## src/hdl/atge_ram.sv

```systemverilog
// Generic single-port RAM with registered read.
module atge_ram #(
   parameter int WIDTH = 8,
   parameter int DEPTH = 256
) (
   input  logic                     clock,
   input  logic                     we,
   input  logic [$clog2(DEPTH)-1:0] addr,
   input  logic [WIDTH-1:0]         wdata,
   output logic [WIDTH-1:0]         rdata
);

   logic [WIDTH-1:0] mem [DEPTH];
   logic [WIDTH-1:0] rdata_ff;

   always_ff @(posedge clock) begin
      if (we) begin
         mem[addr] <= wdata;
      end
      rdata_ff <= mem[addr];
   end

   assign rdata = rdata_ff;

endmodule

```

## config.mk

```make
export PLATFORM = sky130hd
export DESIGN_NAME = atge_ram
export DESIGN_NICKNAME = d
export VERILOG_FILES = /design/src/hdl/atge_ram.sv
export SDC_FILE = /design/constraint.sdc
export NUM_CORES = 2
export LEC_CHECK = 0
export BUFFER_PORTS_ARGS = -buffer_cell sky130_fd_sc_hd__buf_2
export CAP_MARGIN = 10
export CELL_PAD_IN_SITES_DETAIL_PLACEMENT = 0
export CELL_PAD_IN_SITES_GLOBAL_PLACEMENT = 1
export CORE_MARGIN = 4
export CORE_UTILIZATION = 28
export CTS_BUF_LIST = sky130_fd_sc_hd__clkbuf_4
export CTS_CLUSTER_SIZE = 16
export DETAILED_ROUTE_END_ITERATION = 8
export PLACE_DENSITY_LB_ADDON = 0.1
export SLEW_MARGIN = 20
export SYNTH_ARGS = -nofsm -noshare
export SYNTH_HDL_FRONTEND = slang
export SYNTH_SLANG_ARGS = --single-unit
export TNS_END_PERCENT = 50
```

## constraint.sdc

```tcl
create_clock -name clock -period 5.2 [get_ports clock]
set_input_delay 0.78 -clock clock [delete_from_list [all_inputs] [get_ports clock]]
set_output_delay 0.78 -clock clock [all_outputs]
set_load 0.01 [all_outputs]
```

### Word level (Yosys, flattened, before mapping)

Memories as Yosys holds them, arrays and structs flattened. A register that Yosys moved wholly into a read port is not among the register bits.
Cells that the tools add are included.

* register bits: 0
* input bits: 18
* output and inout bits: 8
* RAM bits: 2048
* memories kept: 1

Memories
* mem: depth 256, width 8, read ports 1, clocked after memory_dff 1, wr ports 1, RTL line 13 `logic [WIDTH-1:0] mem [DEPTH];`

* mux-type cells: 2

Operators by type and width (number)
* 2-to-1 mux 1 bit: 2

### Longest topological paths before layout

* depth after elaboration: 2
* mapped depth: 10
* mapped depth without buffers: 5

### Worst setup path before layout

Ideal clock, no wire load.

* path kind: in2reg
* from: in addr[1]
* to: mem mem[111][0], enable pin
* setup time: 0.370 ns
* buffers on the path: 5
* arrival: 2.629 ns
* stages on the path: 9
* path slack: 2.201 ns
* cells stage by stage: buf_2 > clkbuf_1 > clkbuf_1 > nand2_1 > buf_2 > nor2_1 > nand2_1 > clkbuf_1 > nor2_1

RTL lines
* from (decl): RTL line 8 `input logic [$clog2(DEPTH)-1:0] addr,`
* to (decl): RTL line 13

No word-level cell before the write port.

==> reports/metrics.yaml <==
routing:
  ant_nets: 0
  dr.pass1.iters: 7
  drtIter0Drc: 3400
  vias: 39845
  vias_per_cell: 4.72
  wl_per_cell_um: 28.6
  drt_wl_total_um: 241000
  drc: 0
status:
  status: "finished, final reports clean"
power:
  powerDensity_nw_per_um2: 374
  intPower_mw: 26.7
  p_leak_nw: 29.1
  sw_frac_of_total_pct: 23.2
  switchingPower_mw: 8.08
  clkPwrFrac_pct: 42.4
  pwr-share-comb_pct: 4.9
  p_seq_share_pct: 52.6
  ir_drop_mv: 0.181
cts:
  clock_path_buffers: 4
  root_buffer: "clkbuf_4"
  cts_resized: 0
  h-tree-depth: 6
  post_cts_buffers: 0
  numClockSinks: 2056
  cts_tree: "done"
  cts_buffers: 581
  clock_latency_ps: 1260
  clk_pin_slew_ps: 80
sta:
  holdWs_ps: 377
  tightest_slew_ps: 1050
  final_min_period_over_clock_period_pct: 60.1
  fmax_ghz: 0.320
  post-route-min-period_ps: 3120
  fin_skew_ps: 85.3
  hold_viol: 0
  drv_slew: 0
  rsz0062_at_grt: "no"
  slew_headroom_pct: 29.6
  setup_ws_ps: 2080
  setup_viol: 0
die:
  die_y_um: 537
  die_w_um: 537
  start_util_pct: 28.1
  rows: 194
  die-area_um2: 289000
  core_um2: 279000
  ioPinCount: 26
setup_path:
  critPathLaunchType: "input port"
  worstSetupEndpointType: "flip-flop"
  worstPathRequired_ps: 6320
  reg2reg_depth: 5
  cp_max_fo: 49
  crit_arrival_ps: 4240
  path_class: "in -> reg"
placed_design:
  numPortBuffers: 25
  place_congestion: 0.714
  dpl_worst_slack_ps: 642
  dp_hpwl_um: 143000
min_path:
  hold_class: "in -> reg"
  hold_depth: 4
cells_and_area:
  synthToLayoutAreaGrowth_pct: 18.5
  final_common_cell: "edfxtp_1"
  num-nets-final: 4294
  mostFrequentLayoutCells: "2048 x edfxtp_1, 838 x clkbuf_4, 512 x mux4_2, 303 x buf_4, 256 x a22oi_1"
  drive_above_1_share_pct: 38.5
yosys:
  ys_seq_elements: 2056
  netlist_area_um2: 78500
  synth_cell_types: 22
  synth_edf_count: 2048
  synth_nets: 3565
  ys_warn_count: 0
  ys_seq_area_share_pct: 78.6
  avgSynthCellArea_um2: 22.1
  synthCells: 3547
  async_flop_share_pct: 0
  synthFlopType: "edfxtp_1"
global_route:
  grt_max_degree: 141
  antenna_found_initial: 35
  grt_pass1_vias: 42836
  grt_pass1_wl_um: 338000
  gr-total-overflow: 0
  grtUsageTotal_pct: 16.6
job:
  cap_violations: 0
[logic make-up (layout without fill, tap and decap cells)]
| logic type | Yosys count | in the layout | share of synthesized area, % |
|---|---|---|---|
| flip-flops | 2056 | 2056 | 78.6 |
| multiplexers | 512 | 512 | 14.7 |
| AO/OA/AOI/OAI | 416 | 416 | 3.62 |
| AND/OR/NAND/NOR | 330 | 330 | 1.73 |
| buffers and inverters | 233 | 1386 | 1.40 |
| other | 0 | 18 | 0 |
[through the flow]
step	power [mW]	TNS (ps)	utilization, %	instances	area [um^2]
after global routing	36.5	0	33.3	8435	93000
after detailed placement	20.4	0	30.7	7409	85600
final	34.8	0	33.3	8442	93000
after global placement	20.4	-688	30.6	7406	85500
after floorplan	19.4	0	-	3547	78500
after CTS	35.5	0	33.3	8424	92900
[worst paths after layout]
check / from / slack (ps) / end
max: addr[0] / 2080 / rdata[0]
min: we / 380 / mem[182][4]
max reg2reg: mem[14][6] / 2540 / rdata[6]
min reg2reg: mem[101][7] / 1080 / rdata[7]
[synthesized netlist by cell type (all sizes together), types with 3 or more instances]
| master | n | area share [%] |
|---|---|---|
| nor3 | 30 | 0.19 |
| mux4 | 512 | 15 |
| a22oi | 256 | 2.4 |
| nand2b | 6 | 0.048 |
| buf | 87 | 0.70 |
| nand4 | 8 | 0.064 |
| a21oi | 128 | 0.82 |
| nand3 | 13 | 0.083 |
| edfxtp | 2048 | 78 |
| o41ai | 32 | 0.36 |
| nor2 | 232 | 1.1 |
| nand2 | 28 | 0.13 |
| and2 | 3 | 0.024 |
| clkbuf | 145 | 0.69 |
| nor2b | 7 | 0.056 |
| dfxtp | 8 | 0.20 |
[timing repair]
| item | in CTS | in global routing |
|---|---|---|
| setup endpoints to repair | 0 | 0 |
| hold buffers | 8 | 0 |
| endpoints found under the hold margin | 294 | 0 |
[area by class of cell]
| cell class | count | area, um^2 |
|---|---|---|
| Tap cell | 3724 | 4660 |
| Sequential cell | 2056 | 61700 |
| Clock inverter | 169 | 975 |
| Multi-Input combinational cell | 1258 | 15900 |
| Inverter | 1 | 3.75 |
| Antenna cell | 18 | 45.0 |
| Timing Repair Buffer | 378 | 3420 |
| Fill cell | 26734 | 186000 |
| Clock buffer | 838 | 6290 |
[sequential cells by signal (all words and copies together), names as in the netlist]
name	cells
rdata	8
mem	2048
[power groups by stage]
stage | sequential, mW | clock, mW | combinational (mW)
2_1_floorplan | 18.6 | 0 | 0.812
3_3_place_gp | 18.7 | 0 | 1.78
3_5_place_dp | 18.7 | 0 | 1.78
4_1_cts | 18.3 | 15.4 | 1.79
5_1_grt | 18.3 | 16.4 | 1.85
6_report | 18.3 | 14.8 | 1.72
[critical path, cell delays in order]
cell and delay [ps]:
buf_8 570, buf_12 290, buf_4 300, mux4_2 550
a22oi_1 310, a21oi_1 210, o41ai_1 690, buf_4 230
nand4_1 80
[routing by layer]
| layer | routed length (um) | vias up | track usage, % |
|---|---|---|---|
| li1 | - | 16979 | - |
| met1 | 109000 | 21314 | 23.2 |
| met2 | 114000 | 1148 | 26.1 |
| met3 | 12000 | 392 | 3.58 |
| met4 | 5640 | 12 | 5.01 |
| met5 | 75 | - | 0 |
No activity file was read; power rests on OpenSTA's default activity.
