$ cat src/hdl/atge_pkg.sv
// Shared constants, types and helper functions of the terminal grid engine.
package atge_pkg;

   localparam int ROWS       = 32;
   localparam int COLS       = 64;
   localparam int SCROLLBACK = 256;
   localparam int SEQ_MAX    = 16;
   localparam int SGR_MAX    = 16;

   localparam int ROW_W     = $clog2(ROWS);
   localparam int COL_W     = $clog2(COLS);
   localparam int CUR_COL_W = $clog2(COLS + 1);
   localparam int SB_W      = $clog2(SCROLLBACK);
   localparam int RP_W      = $clog2(SCROLLBACK + 1);
   localparam int LOG_W     = $clog2(SCROLLBACK + 2 * 64 + 1);
   localparam int SEQ_IW    = $clog2(SEQ_MAX);
   localparam int SEQ_LW    = $clog2(SEQ_MAX + 1);
   localparam int PN_W      = $clog2(SGR_MAX + 3);
   localparam int ADDR_W    = SB_W + COL_W;
   localparam int DEPTH     = SCROLLBACK << COL_W;
   localparam int SUM_W     = ((SB_W > 10) ? SB_W : 10) + 2;

   localparam int CHAR_W = 8;
   localparam int ATTR_W = 10;
   localparam int CELL_W = CHAR_W + ATTR_W;
   localparam int PARAM_W = 16;

   // fixed field widths
   localparam int CMD_W   = 2;
   localparam int VROW_W  = 5;
   localparam int VCOL_W  = 6;
   localparam int DELTA_W = 10;
   localparam int OROW_W  = 5;
   localparam int OCOL_W  = 6;
   localparam int PAN_W   = 8;
   localparam int REQ_W   = 32;
   localparam int RSP_W   = 48;

   localparam logic [CMD_W-1:0] CMD_FEED   = 2'd0;
   localparam logic [CMD_W-1:0] CMD_READ   = 2'd1;
   localparam logic [CMD_W-1:0] CMD_SCROLL = 2'd2;

   localparam logic [ATTR_W-1:0] DFLT_ATTR = 10'h088;
   localparam logic [CHAR_W-1:0] CH_SPACE  = 8'h20;
   localparam logic [CHAR_W-1:0] CH_QMARK  = 8'h3f;
   localparam logic [CHAR_W-1:0] CH_ESC    = 8'h1b;
   localparam logic [CHAR_W-1:0] CH_LBRACK = 8'h5b;
   localparam logic [CHAR_W-1:0] CH_CR     = 8'h0d;
   localparam logic [CHAR_W-1:0] CH_LF     = 8'h0a;
   localparam logic [CHAR_W-1:0] CH_VT     = 8'h0b;
   localparam logic [CHAR_W-1:0] CH_FF     = 8'h0c;
   localparam logic [CHAR_W-1:0] CH_BS     = 8'h08;
   localparam logic [CHAR_W-1:0] CH_TAB    = 8'h09;
   localparam logic [CHAR_W-1:0] CH_TILDE  = 8'h7e;
   localparam logic [CHAR_W-1:0] CH_AT     = 8'h40;
   localparam logic [CHAR_W-1:0] CH_SEMI   = 8'h3b;
   localparam logic [CHAR_W-1:0] CH_ZERO   = 8'h30;
   localparam logic [CHAR_W-1:0] CH_NINE   = 8'h39;
   localparam logic [CHAR_W-1:0] CH_HIGH   = 8'h80;
   localparam logic [CHAR_W-1:0] UTF_MASK  = 8'hc0;

   localparam logic [CHAR_W-1:0] F_CUP = 8'h48;  // H
   localparam logic [CHAR_W-1:0] F_HVP = 8'h66;  // f
   localparam logic [CHAR_W-1:0] F_CUU = 8'h41;  // A
   localparam logic [CHAR_W-1:0] F_CUD = 8'h42;  // B
   localparam logic [CHAR_W-1:0] F_CUF = 8'h43;  // C
   localparam logic [CHAR_W-1:0] F_CUB = 8'h44;  // D
   localparam logic [CHAR_W-1:0] F_CHA = 8'h47;  // G
   localparam logic [CHAR_W-1:0] F_VPA = 8'h64;  // d
   localparam logic [CHAR_W-1:0] F_EL  = 8'h4b;  // K
   localparam logic [CHAR_W-1:0] F_ED  = 8'h4a;  // J
   localparam logic [CHAR_W-1:0] F_SGR = 8'h6d;  // m

   localparam logic [PARAM_W-1:0] SGR_RESET   = 16'd0;
   localparam logic [PARAM_W-1:0] SGR_BOLD    = 16'd1;
   localparam logic [PARAM_W-1:0] SGR_INV     = 16'd7;
   localparam logic [PARAM_W-1:0] SGR_NOBOLD  = 16'd22;
   localparam logic [PARAM_W-1:0] SGR_NOINV   = 16'd27;
   localparam logic [PARAM_W-1:0] SGR_FG_LO   = 16'd30;
   localparam logic [PARAM_W-1:0] SGR_FG_HI   = 16'd37;
   localparam logic [PARAM_W-1:0] SGR_FG_DFLT = 16'd39;
   localparam logic [PARAM_W-1:0] SGR_BG_LO   = 16'd40;
   localparam logic [PARAM_W-1:0] SGR_BG_HI   = 16'd47;
   localparam logic [PARAM_W-1:0] SGR_BG_DFLT = 16'd49;
   localparam logic [PARAM_W-1:0] PARAM_SAT   = 16'hffff;

   typedef struct packed {
      logic              clear;
      logic              step;
      logic              finish;
      logic              dflt_one;
      logic [CHAR_W-1:0] chr;
   } pu_ctl_type;

   typedef struct packed {
      logic               emit;
      logic [PARAM_W-1:0] value;
   } pu_out_type;

   function automatic logic [SB_W-1:0] phys_row(input logic [SB_W-1:0] base,
                                                  input logic [LOG_W-1:0] logical);
      logic [LOG_W:0] sum;
      sum = (LOG_W + 1)'(base) + (LOG_W + 1)'(logical);
      if (sum >= (LOG_W + 1)'(SCROLLBACK)) begin
         sum = sum - (LOG_W + 1)'(SCROLLBACK);
      end
      return sum[SB_W-1:0];
   endfunction

   function automatic logic [ATTR_W-1:0] apply_sgr(input logic [ATTR_W-1:0] attr,
                                                    input logic [PARAM_W-1:0] code);
      logic [PARAM_W-1:0] fg;
      logic [PARAM_W-1:0] bg;
      logic [ATTR_W-1:0]  res;
      fg  = code - SGR_FG_LO;
      bg  = code - SGR_BG_LO;
      res = attr;
      if (code == SGR_RESET) res = DFLT_ATTR;
      else if (code == SGR_BOLD) res[8] = 1'b1;
      else if (code == SGR_INV) res[9] = 1'b1;
      else if (code == SGR_NOBOLD) res[8] = 1'b0;
      else if (code == SGR_NOINV) res[9] = 1'b0;
      else if (code >= SGR_FG_LO && code <= SGR_FG_HI) res[3:0] = fg[3:0];
      else if (code == SGR_FG_DFLT) res[3:0] = 4'd8;
      else if (code >= SGR_BG_LO && code <= SGR_BG_HI) res[7:4] = bg[3:0];
      else if (code == SGR_BG_DFLT) res[7:4] = 4'd8;
      return res;
   endfunction

endpackage

$ cat src/hdl/atge_param.sv
// CSI parameter accumulator: decimal digits, saturation and separators.
module atge_param (
   input  logic                 clock,
   input  logic                 reset,
   input  atge_pkg::pu_ctl_type ctl,
   output atge_pkg::pu_out_type res
);
   import atge_pkg::*;

   logic [PARAM_W-1:0] val_ff, val_in;
   logic               have_ff, have_in;
   logic [PARAM_W+3:0] prod;
   logic               is_digit;
   logic [CHAR_W-1:0]  digit;

   assign is_digit = (ctl.chr >= CH_ZERO) && (ctl.chr <= CH_NINE);
   assign digit    = ctl.chr - CH_ZERO;
   assign prod     = {val_ff, 3'b000} + {2'b00, val_ff, 1'b0} + (PARAM_W + 4)'(digit);

   always_comb begin
      val_in    = val_ff;
      have_in   = have_ff;
      res.emit  = 1'b0;
      res.value = have_ff ? val_ff : PARAM_W'(ctl.dflt_one);
      if (ctl.clear) begin
         val_in  = '0;
         have_in = 1'b0;
      end else if (ctl.step) begin
         if (is_digit) begin
            val_in  = (prod > (PARAM_W + 4)'(PARAM_SAT)) ? PARAM_SAT : prod[PARAM_W-1:0];
            have_in = 1'b1;
         end else if (ctl.chr == CH_SEMI) begin
            res.emit = 1'b1;
            val_in   = '0;
            have_in  = 1'b0;
         end
      end else if (ctl.finish) begin
         res.emit = 1'b1;
      end
   end

   always_ff @(posedge clock) begin
      if (reset) begin
         val_ff  <= '0;
         have_ff <= 1'b0;
      end else begin
         val_ff  <= val_in;
         have_ff <= have_in;
      end
   end

endmodule

$ cat config.mk
export PLATFORM = sky130hd
export DESIGN_NAME = atge_param
export DESIGN_NICKNAME = d
export VERILOG_FILES = /design/src/hdl/atge_pkg.sv /design/src/hdl/atge_param.sv
export SDC_FILE = /design/constraint.sdc
export NUM_CORES = 1
export LEC_CHECK = 0
export BUFFER_PORTS_ARGS = -buffer_cell sky130_fd_sc_hd__buf_4
export CAP_MARGIN = 5
export CORE_MARGIN = 2
export CORE_UTILIZATION = 52
export DETAILED_ROUTE_END_ITERATION = 8
export PLACE_DENSITY = 0.77
export SLEW_MARGIN = 25
export SYNTH_ARGS = -nofsm -noshare
export SYNTH_HDL_FRONTEND = slang
export SYNTH_SLANG_ARGS = --single-unit
$ cat constraint.sdc
create_clock -name clock -period 3.1 [get_ports clock]
set_input_delay 0.62 -clock clock [delete_from_list [all_inputs] [get_ports clock]]
set_output_delay 0.62 -clock clock [all_outputs]
set_load 0.02 [all_outputs]
=== After elaboration in Yosys (flattened, before gate mapping) ===
Index checks and enable logic that the tools add are counted.

* Bits in writable memories: 0
* Output and inout bits: 17
* Latch bits: 0
* Memory bits (read-only): 0
* Memories: 0
* Register bits: 17

* Multiply operators: 0
* $lt $le $gt $ge: 3
* $add $sub $neg: 3
* Divide/modulo/power cells: 0
* Shifts and indexed selects: 0
* Reduce and logical (&&, ||, !) cells: 4
* Bitwise operators: 0
* Equality and inequality tests: 1
* Mux-type cells: 11

{| class="wikitable"
|+ Operators by type and width
! cell !! number
|-
| $mux 16 || 4
|-
| $add 19x17->20 || 1
|-
| $add 20x8->20 || 1
|-
| $gt 20x16->1 const B || 1
|-
| $eq 8x6->1 const B || 1
|-
| $ge 8x6->1 const B || 1
|-
| $le 8x6->1 const B || 1
|-
| $sub 8x6->8 const B || 1
|-
| $mux 1 || 7
|-
| $reduce_and 2->1 || 1
|-
| $reduce_bool 2->1 || 1
|-
| $reduce_or 2->1 || 1
|-
| $logic_and 1x1->1 || 1
|}

=== Logic depth before layout (Yosys ltp) ===
* Depth after elaboration: 5
* Gate-level depth with buffers: 12
* Mapped depth without buffers: 11

=== Least setup slack after synthesis ===
No wires, ideal clock.

* Path type: in2reg
* Start point: in ctl[4] (netlist name)
* End point: reg val_ff[10]
* Required time: 2.974 ns
* Stages on the path: 11
* Setup time: 0.126 ns
* Setup slack: -0.126 ns
* Data arrival time: 3.100 ns
* Path through: ha_1 xnor2_1 fa_1 ha_1 a21o_1 a211oi_2 o211ai_1 o221ai_2 xor2_2 buf_2 a31oi_1

* Longest elaborated chain between the ends: 5
* Elaborated cells between the ends (all ways): 11
* Those cells by class: add/sub (2); order compare (3); eq/ne (1); mux (2); reduce/logical (3)

{| class="wikitable"
|+ Ends and longest elaborated chain
! element !! RTL line !! RTL
|-
| from (decl) || atge_param.sv:5 || <nowiki>input atge_pkg::pu_ctl_type ctl,</nowiki>
|-
| $sub 8x6->8 || atge_param.sv:17 || <nowiki>assign digit = ctl.chr - CH_ZERO;</nowiki>
|-
| $add 20x8->20 || atge_param.sv:18 || <nowiki>assign prod = {val_ff, 3'b000} + {2'b00, val_ff, 1'b0} + (PARAM_W + 4)'(digit);</nowiki>
|-
| $gt 20x16->1 || atge_param.sv:30 || <nowiki>val_in = (prod > (PARAM_W + 4)'(PARAM_SAT)) ? PARAM_SAT : prod[PARAM_W-1:0];</nowiki>
|-
| $mux 16 || atge_param.sv:30 ||
|-
| $mux 16 || atge_param.sv:29 || <nowiki>if (is_digit) begin</nowiki>
|-
| to (signal assigned) || atge_param.sv:47 || <nowiki>val_ff <= val_in;</nowiki>
|-
| to (decl) || atge_param.sv:10 || <nowiki>logic [PARAM_W-1:0] val_ff, val_in;</nowiki>
|}

Parallel ways exist; a longest one is shown, timed or not.
A chain may end at the register's enable or synchronous reset.

=== Worst setup path in the final report ===
Same ends and word-level chain as after synthesis.

==> impl_results.rst <==
.. list-table::
   :header-rows: 1

   * - Metric
     - Value
   * - Status
     - finished with violations
   * - Failing checks
     - setup timing
   * - Placed instance area
     - about 2500 µm²
   * - Slew of the pin with the lowest slew margin
     - roughly 550 ps
   * - GP Congestion
     - between 0.9 and 1
   * - DRC viols
     - 0
   * - Mean instance size in the synthesized netlist
     - 8.28 µm²
   * - Synth async-reset ratio
     - 0
   * - Via count of the first global-routing pass
     - 1939
   * - Clock latency at the later pin of the worst-skew pair
     - about 260 ps
   * - Maximum clock frequency
     - 0.323 GHz
   * - Layout cell share with drive strength beyond 1
     - 0.306
   * - Clock Path Buffers
     - 2
   * - Synthesized cell area
     - approximately 2000 µm²
   * - Area growth from synthesis to layout
     - 34.5%
   * - Number of buffers inserted by port buffering
     - 30
   * - Vias per Instance
     - approximately 6.1
   * - CTS tree
     - done
   * - Post-CTS setup-driven buffer insertion count
     - 0
   * - Total via count in the routed design
     - 2047
   * - Critical register-to-register path endpoint
     - val_ff[10]
   * - Number of stages on the worst hold path
     - 2
   * - Setup repair after global routing missed its margin
     - true
   * - DR pass1 iterations
     - 4
   * - Total gr overflow
     - 0
   * - Final instance area
     - between 2000 and 3000 µm²
   * - Max VDD drop
     - 0.116 mV
   * - Die span in y
     - approximately 66 µm
   * - Global-route wire length before repair
     - between 8 and 9 mm
   * - Std cell rows
     - 22
   * - Net count, final
     - ~340
   * - Total area of sequential cells
     - approximately 340 µm²
   * - Clock input transition at the sequential cells of the worst setup and hold paths
     - ~60 ps
   * - Path type of the worst setup path
     - primary input to register
   * - Routed metal-1 wire length
     - around 2.6 mm
   * - Data arrival time of the worst path
     - between 3000 and 4000 ps
   * - Total chip power
     - 488 µW
   * - Number of flops mapped to enable cells by yosys
     - 0
   * - Worst hold path type
     - register to register
   * - Minimum setup slack among reg-to-reg paths
     - 70 ps
   * - Count of final hold-check violations
     - 0
   * - Post-DRT Antenna Nets
     - 0
   * - Critical Path Sink Type
     - register
   * - Cell Count, Final, Fillers Out
     - 336
   * - Count of filler cells inserted in the layout
     - ~280
   * - Cell type with the highest occurrence count on the critical path
     - ha_4
   * - Synth Net Count
     - 291
   * - GRT Total Usage
     - 0.256
   * - Biggest area contributors in the synthesized netlist
     - ha_1 (17%), dfxtp_1 (17%), a21oi_1 (11%), fa_1 (6.0%), a31oi_1 (5.0%)
   * - Met3 wirelength from detailed routing
     - 273 µm
   * - Largest net degree at the start of global routing
     - 32
   * - HP Start
     - val_ff[13]
   * - Placed wire-length estimate after detailed placement
     - between 4 and 5 mm
   * - Worst clock skew
     - a little under 9 ps
   * - Gate count after technology mapping
     - approximately 240
   * - Final number of setup-violating endpoints
     - 1
   * - Reg-to-Reg Start
     - val_ff[3]
   * - Power per unit of standard cell area
     - between 150 and 200 nW/µm²
   * - Max FO, Critical Path
     - 8
   * - Register bit total from synthesis
     - 17
   * - Count of H-tree levels built during CTS
     - 1
   * - Type of element launching the critical path
     - primary input
   * - Count of different cell masters after synthesis
     - approximately 50
   * - Number of buffers added to fix hold violations after cts
     - 0
   * - Highest Signal Layer
     - met4
   * - Area fraction of the dominant cell type after synthesis
     - 0.174
   * - Number of warnings issued by yosys
     - 0
   * - Smallest setup slack after layout
     - -0.172 ps
   * - Most area-hungry cell type in the Yosys netlist
     - ha_1
   * - Fin crit period
     - 3100 ps
   * - Area of the die
     - ~4400 µm²
   * - Clock root buffer
     - clkbuf_8
   * - Total routed wirelength
     - between 5 and 6 mm
   * - Metal2 WL
     - between 2 and 3 mm
   * - Required time at the worst-slack endpoint
     - ~3300 ps
   * - Post-synthesis sequential area ratio
     - 0.169
   * - Master of the slowest instance on the critical path
     - fa_1
   * - Cell chain of the critical path
     - buf_8 -> ha_4 -> xnor2_4 -> fa_1 -> ha_4 -> o21a_1 -> o31a_4 -> o31a_1 -> o211a_1 -> o21ai_2 -> a21oi_4 -> buf_12 -> a31oi_1
   * - Reg2reg path depth
     - 10
   * - Share of the clock period used by the worst path after layout
     - 1.00
   * - Placed Instances
     - 331
   * - End point of the most critical hold path
     - val_ff[13]
   * - Average detailed-routed wire length per instance
     - roughly 16 µm
   * - Number of buffers created by CTS
     - 3
   * - Sinks on the clock net
     - 17
   * - IO Count
     - 31
   * - Area inside the core boundary
     - between 3000 and 4000 µm²
   * - X dimension of the die
     - between 60 and 70 µm
   * - Max-slew violations
     - 0
   * - Area of the multi-input gates
     - approximately 1800 µm²
   * - Largest stage delay, worst path
     - roughly 560 ps
   * - Dominant synthesized flop cell
     - dfxtp_1
   * - 1st-iter DRT viols
     - around 150
   * - Max Cap Violations
     - 0
   * - Number of antenna violations at the first check in global routing
     - 0
   * - Starting density of the core
     - 0.546
   * - Worst relative slew slack
     - 0.630
   * - Leakage Power
     - about 1.2 nW
   * - N_diodes
     - 0
Yosys cell counts, types with 3 or more instances:
library cell	instances
a31oi_1	16
nor2_1	10
dfxtp_1	17
nand3_1	7
and2_1	15
xor2_1	3
a21o_1	7
xnor2_1	9
and3_1	4
fa_1	6
inv_1	6
a21oi_1	44
o21ai_0	7
clkbuf_1	6
nand2_1	11
nor2b_1	3
ha_1	28
or2_2	3
how the worst max path moves through the flow:
stage,to,start,slack (ps),cells past startpoint
final,val_ff[10],ctl[4],-0.2,13
after global routing,val_ff[10],ctl[4],-110,13
after CTS,val_ff[14],ctl[4],2,12
after detailed placement,val_ff[14],ctl[4],-370,12
after global placement,val_ff[3],ctl[4],-350,12
after floorplan,val_ff[15],ctl[4],5,11
repair_timing:
item | CTS | global route
endpoints found under the setup margin | 16 | 16
cloned | 0 | 1
gates resized for setup | 3 | 22
pin swaps | 2 | 27
cell type report:
class,count,share of cell area
tap,48,0.0222
clock buffer,3,0.0152
multi-input combinational,211,0.666
inverter,6,0.00832
clock inverter,1,0.00277
sequential,17,0.126
timing repair buffer,50,0.160
cells in the final DEF, fill, tap and decap left out, drive strengths merged, types with 2 or more instances in the layout:
cell,n
o211ai,2
nor2,10
buf,49
nor3,2
nor2b,4
xor2,4
inv,6
a21oi,45
o21a,2
o21ai,9
a21o,9
dfxtp,17
or2,3
o211a,2
nand4,2
clkbuf,4
ha,28
a211o,2
nand3,7
and2,15
a41oi,2
o31a,2
o21bai,2
and3,4
a2111oi,2
xnor2,9
fa,6
nand2,11
a31oi,16
state kept, by name (all words and copies together), names as in the netlist:
register / flops
have_ff: 1
val_ff: 16
critical path: cells and delay by family:
| kind | cells | cell delay [ps] |
|---|---|---|
| AO/OA/AOI/OAI | 7 | 1280 |
| buffers and inverters | 2 | 270 |
| XOR/XNOR | 1 | 140 |
| adder cells (fa/ha/maj) | 3 | 960 |
per-stage QoR:
stage | setup slack (ps) | setup TNS (ps) | hold slack, ps | util
finish | -0.172 | -0.172 | 569 | 0.734
global route | -112 | -1300 | 619 | 0.734
CTS | 2.11 | 0 | 571 | 0.687
detailed placement | -369 | -5350 | 563 | 0.666
global placement | -352 | -5050 | 548 | 0.666
floorplan | 5.48 | 0 | 513 | -
per-layer routing:
| metal | up-vias | GRT usage |
|---|---|---|
| met5 | - | 0 |
| met4 | 0 | 0.0765 |
| li1 | 1000 | - |
| met1 | 953 | 0.358 |
| met2 | 84 | 0.420 |
| met3 | 10 | 0.0136 |
power breakdown:
part | switching (mW) | internal, mW | leakage, nW
Clock | 0.0784 | 0.0905 | 0.0217
Combinational | 0.0483 | 0.0515 | 1.09
Sequential | 0.000792 | 0.219 | 0.137
cells by family after synthesis:
family | synth area share
multiplexers | 0.00559
XOR/XNOR | 0.0603
adder cells (fa/ha/maj) | 0.234
buffers and inverters | 0.0360
AO/OA/AOI/OAI | 0.325
AND/OR/NAND/NOR | 0.170
flip-flops | 0.169
Power figures use the tool's default switching activity.
